## src/rtl/sphere_box_overlap_test_core_macros.svh

```systemverilog
// assertion macros shared by the sphere versus box overlap test rtl
`ifndef SPHERE_BOX_OVERLAP_TEST_CORE_MACROS_SVH
`define SPHERE_BOX_OVERLAP_TEST_CORE_MACROS_SVH
`ifndef SYNTHESIS
`define SBOT_ASSERT(label, clk, rst, prop) \
  label: assert property (@(posedge clk) disable iff (rst) prop) \
    else $error("sbot assertion failed");
`define SBOT_ASSERT_RST(label, clk, prop) \
  label: assert property (@(posedge clk) prop) \
    else $error("sbot reset assertion failed");
`else
`define SBOT_ASSERT(label, clk, rst, prop)
`define SBOT_ASSERT_RST(label, clk, prop)
`endif
`endif

```

## src/rtl/sbot_pkg.sv

```systemverilog
// shared types and constants for the sphere versus box overlap test
`default_nettype none
package sbot_pkg;

  // per-axis containment flags
  typedef struct packed {
    logic inbox;
    logic inwide;
  } sbot_flags_t;

  // register stages from input to output register
  localparam int unsigned PIPE_STAGES = 5;

endpackage
`default_nettype wire

```

## src/rtl/sbot_axis.sv

```systemverilog
// one axis: face bounds, containment flags and nearest face distance over three stages
`default_nettype none
module sbot_axis #(
  parameter int unsigned COORD_BITS = 24
) (
  input  logic                          clk,
  input  logic                          en,
  input  logic signed [COORD_BITS-1:0]  p,
  input  logic signed [COORD_BITS-1:0]  c,
  input  logic        [COORD_BITS-2:0]  h,
  input  logic        [COORD_BITS-2:0]  r,
  output sbot_pkg::sbot_flags_t         flags,
  output logic        [COORD_BITS-2:0]  gap
);
  import sbot_pkg::*;

  localparam int unsigned W = COORD_BITS + 2;

  logic signed [W-1:0] p_e, c_e, h_e, r_e;
  logic signed [W-1:0] p1, lo1, hi1, lo_w1, hi_w1;
  logic signed [W-1:0] da2, db2;
  sbot_flags_t         flags2;
  logic        [W-1:0] ua, ub, m;

  assign p_e = W'(p);
  assign c_e = W'(c);
  assign h_e = W'(h);
  assign r_e = W'(r);

  // stage 1: box faces and faces of the box widened by the radius
  always_ff @(posedge clk) begin
    if (en) begin
      p1    <= p_e;
      lo1   <= c_e - h_e;
      hi1   <= c_e + h_e;
      lo_w1 <= c_e - h_e - r_e;
      hi_w1 <= c_e + h_e + r_e;
    end
  end

  // stage 2: inclusive range checks and signed distances to both faces
  always_ff @(posedge clk) begin
    if (en) begin
      flags2.inbox  <= (lo1 <= p1) && (p1 <= hi1);
      flags2.inwide <= (lo_w1 <= p1) && (p1 <= hi_w1);
      da2           <= p1 - lo1;
      db2           <= hi1 - p1;
    end
  end

  assign ua = da2[W-1] ? W'(-da2) : W'(da2);
  assign ub = db2[W-1] ? W'(-db2) : W'(db2);
  assign m  = (ua < ub) ? ua : ub;

  // stage 3: nearer face, saturated; saturation only hits axes outside the widened box
  always_ff @(posedge clk) begin
    if (en) begin
      flags <= flags2;
      gap   <= (|m[W-1:COORD_BITS-1]) ? '1 : m[COORD_BITS-2:0];
    end
  end

endmodule
`default_nettype wire
```

## config.mk

```make
export PLATFORM = sky130hd
export DESIGN_NAME = sbot_axis
export DESIGN_NICKNAME = d
export VERILOG_FILES = /design/src/rtl/sphere_box_overlap_test_core_macros.svh /design/src/rtl/sbot_pkg.sv /design/src/rtl/sbot_axis.sv
export SDC_FILE = /design/constraint.sdc
export NUM_CORES = 1
export LEC_CHECK = 0
export BUFFER_PORTS_ARGS = -buffer_cell sky130_fd_sc_hd__buf_2
export CORE_UTILIZATION = 50
export CTS_CLUSTER_DIAMETER = 150
export DETAILED_ROUTE_END_ITERATION = 8
export PLACE_DENSITY = 0.68
export SYNTH_ARGS = -nofsm -noshare
export SYNTH_HDL_FRONTEND = slang
export SYNTH_SLANG_ARGS = --single-unit
export TNS_END_PERCENT = 20
```

## constraint.sdc

```tcl
create_clock -name clk -period 7.6 [get_ports clk]
set_clock_uncertainty 0.2 [all_clocks]
set_input_delay 0 -clock clk [delete_from_list [all_inputs] [get_ports clk]]
set_output_delay 0 -clock clk [all_outputs]
set_load 0.01 [all_outputs]
```

==> summary.md <==
| Metric | Value |
|---|---|
| Status | `complete, no violations` |
| Area Growth Syn to Fin | `16.8%` |
| Reg-to-reg slack, setup | `2670 ps` |
| Final min period | `5810 ps` |
| Endpoints failing setup | `0` |
| Wire length per cell | `16.6 um` |
| Gate power share | `44.8%` |
| YS warnings | `0` |
| Largest net degree at the start of global routing | `134` |
| Die area | `34300 um2` |
| CP Launch Type | `primary input` |
| Fin Hold WS | `16.5 ps` |
| Crit path capture type | `register` |
| Total leakage power | `8.54 nW` |
| Vert. Die Dim | `185 um` |
| Postcts setup bufs | `0` |
| Standard-cell rows | `66` |
| Initial Utilization | `51.2%` |
| Setup TNS | `0 ps` |
| Final setup margin | `1790 ps` |
| Max frequency | `172 MHz` |
| Initial antenna violation count | `0` |
| Seq cells post-synth | `204` |
| Leading cell type in the layout, fill and taps excluded | `ha_1` |
| Syn Nets | `2049` |
| Most frequent cells in the layout | `224 x ha_1, 204 x edfxtp_1, 182 x inv_1, 119 x a21oi_1, 119 x buf_2` |
| Power share of the sequential group | `34.8%` |
| Final net count | `2267` |
| Endpoints failing hold | `0` |
| Worst-path clk slew | `60 ps` |
| Worst slew pin tran | `1080 ps` |
| Core Area | `32800 um2` |
| Crit path required time | `7670 ps` |
| Antenna cells | `0` |
| Slew margin rel. | `27.9%` |
| Clock tree from TritonCTS | `built` |
| Total Routed Length | `39800 um` |
| PD cells | `262 nW/um2` |
| WS Path Type | `primary input to register` |
| Post-route ant nets | `0` |
| Pre-CTS setup slack | `2360 ps` |
| Maximum vdd ir drop | `0.000147 V` |
| Routability cong. | `0.917` |
| Hold WC Path Type | `primary input to register` |
| Wire length of the first global-routing pass | `63300 um` |
| TritonRoute pass-1 iters | `7` |
| Post-synthesis sequential area ratio | `36.5%` |
| Sw power | `1.89 mW` |
| Worst Path Max Fanout | `6` |
| Synth unique cells | `78` |
| IO Port Bufs | `120` |
| Clock group share of total power | `20.5%` |
| Vias in the first global route | `13100` |
| Die X | `185 um` |
| Mapped cell area | `16800 um2` |
| CTS max path bufs | `3` |
| Skew-Pair Late Insertion Delay | `520 ps` |
| Htree depth | `1` |
| Utilization after layout | `59.8%` |
| Most common flop cell mapped by yosys | `edfxtp_1` |
| Initial DRC count | `741` |
| IO Count | `121` |
| CTS sink cnt | `204` |
| Post-Syn Instances | `1723` |
| Crit path DAT | `5880 ps` |
| Pint | `3.24 mW` |
| Detailed placement HPWL | `30700 um` |
| Max_cap viols | `0` |
| Inserted Clock Buffers | `23` |
| Share of layout cells above drive strength 1 | `10.6%` |
| Switching Fraction | `36.9%` |
| Fin crit share | `76.4%` |
| Gr usage total | `23.3%` |
| Syn avg cell area | `9.74 um2` |
| Vias post-DR | `13200` |
| Max-slew violation count | `0` |
| RSZ-0062 raised after global routing | `no` |
| DRC viols | `0` |
| Overflow after GRT | `0` |
| DR vias/cell | `5.51` |
| Root buf cell | `clkbuf_16` |
| Number of flops mapped to enable cells by yosys | `204` |
| Async S/R FF share, synth | `0%` |
==> Yosys cell counts, drive strengths merged, types with 10 or more instances <==
library cell  count  share of area [%]
nor3             30               0.89
a21o             66                3.0
nand4            29                1.1
clkbuf           31               0.69
nand2b           48                1.9
edfxtp          204                 36
o21bai           20               0.89
xnor2           101                5.3
a21oi           119                3.5
o21a             26                1.2
mux2             23                1.5
ha              224                 17
nand3            27               0.80
xor2             62                3.2
inv             182                4.1
o21ai            76                2.3
o211ai           10               0.45
nor2b            31                1.2
nand2           100                2.2
nor2            112                2.5
or3              12               0.52
or4              13               0.63
o31ai            25                1.1
==> kinds of logic (layout without fill, tap and decap cells) <==
kind of cell / after synthesis / in the layout / share of synthesized area, %
AOI/OAI and AO/OA: 432 / 432 / 17.0
xor gates and xnor gates: 163 / 163 / 8.50
adders and majority gates: 230 / 230 / 17.4
buffers and inverters: 222 / 457 / 5.22
DFF: 204 / 204 / 36.5
muxes: 29 / 29 / 1.90
and+or+nand+nor: 443 / 443 / 13.5
==> power by group through the flow <==
stage                     sequential [mW]  combinational, mW  clock [mW]
after floorplan                      1.75               1.69           0
after global placement               1.80               2.16           0
after detailed placement             1.81               2.21           0
after CTS                            1.78               2.29        1.07
after global routing                 1.82               2.58        1.11
final                                1.78               2.30        1.05
==> flip-flops by register name, indices dropped and copies added (netlist names) <==
register / cells
da2: 26
db2: 26
hi_w1: 26
lo_w1: 26
lo1: 25
hi1: 24
p1: 24
gap: 23
flags2: 2
flags: 2
==> metal layers <==
metal | GRT usage [%] | up-vias | routed length (um)
li1 | - | 6690 | -
met1 | 30.4 | 6097 | 18200
met2 | 40.3 | 371 | 18600
met3 | 2.18 | 75 | 1720
met4 | 8.10 | 0 | 1290
met5 | 0 | - | 0
==> what timing repair did <==
item                                   in CTS  in global routing
resized for setup                           0                  0
endpoints found under the hold margin     106                  0
hold buffers                              110                  0
==> metrics by stage <==
step,power [mW],area (um2),instances
2_1_floorplan,3.44,16800,1723
3_3_place_gp,3.96,17800,2248
3_5_place_dp,4.02,17800,2248
4_1_cts,5.14,19600,2400
5_1_grt,5.50,19600,2400
6_report,5.13,19600,2400
==> critical path, cell delays in order <==
cell,delay (ps)
dlygate4sd3_1,560
buf_2,140
ha_1,220
fa_1,400
nor2b_1,160
o21ai_1,120
nor3b_1,340
o31ai_1,200
a21oi_1,240
nor2_1,60
nor2_1,120
xor2_1,190
ha_1,330
and4_1,200
a221oi_1,550
a21oi_1,190
o41ai_1,520
o21ai_0,310
a21o_1,240
a21oi_1,170
xnor2_1,80
dlygate4sd3_1,550
==> area by class of cell <==
| class | count | area, um2 |
|---|---|---|
| tap | 442 | 553 |
| fill | 2857 | 13200 |
| multi-input combinational | 1297 | 9790 |
| inverter | 182 | 683 |
| clock inverter | 18 | 134 |
| timing repair buffer | 233 | 1730 |
| clock buffer | 24 | 579 |
| sequential | 204 | 6130 |
==> path summary, 6_finish.rpt <==
kind	startpoint	to	cells past startpoint
worst max-delay path	c[0]	hi_w1[22]	22
worst min-delay path	c[3]	hi1[4]	4
worst max register to register	db2[4]	gap[1]	13
worst min register to register	flags2[0]	flags[0]	0
Power figures use the tool's default switching activity.
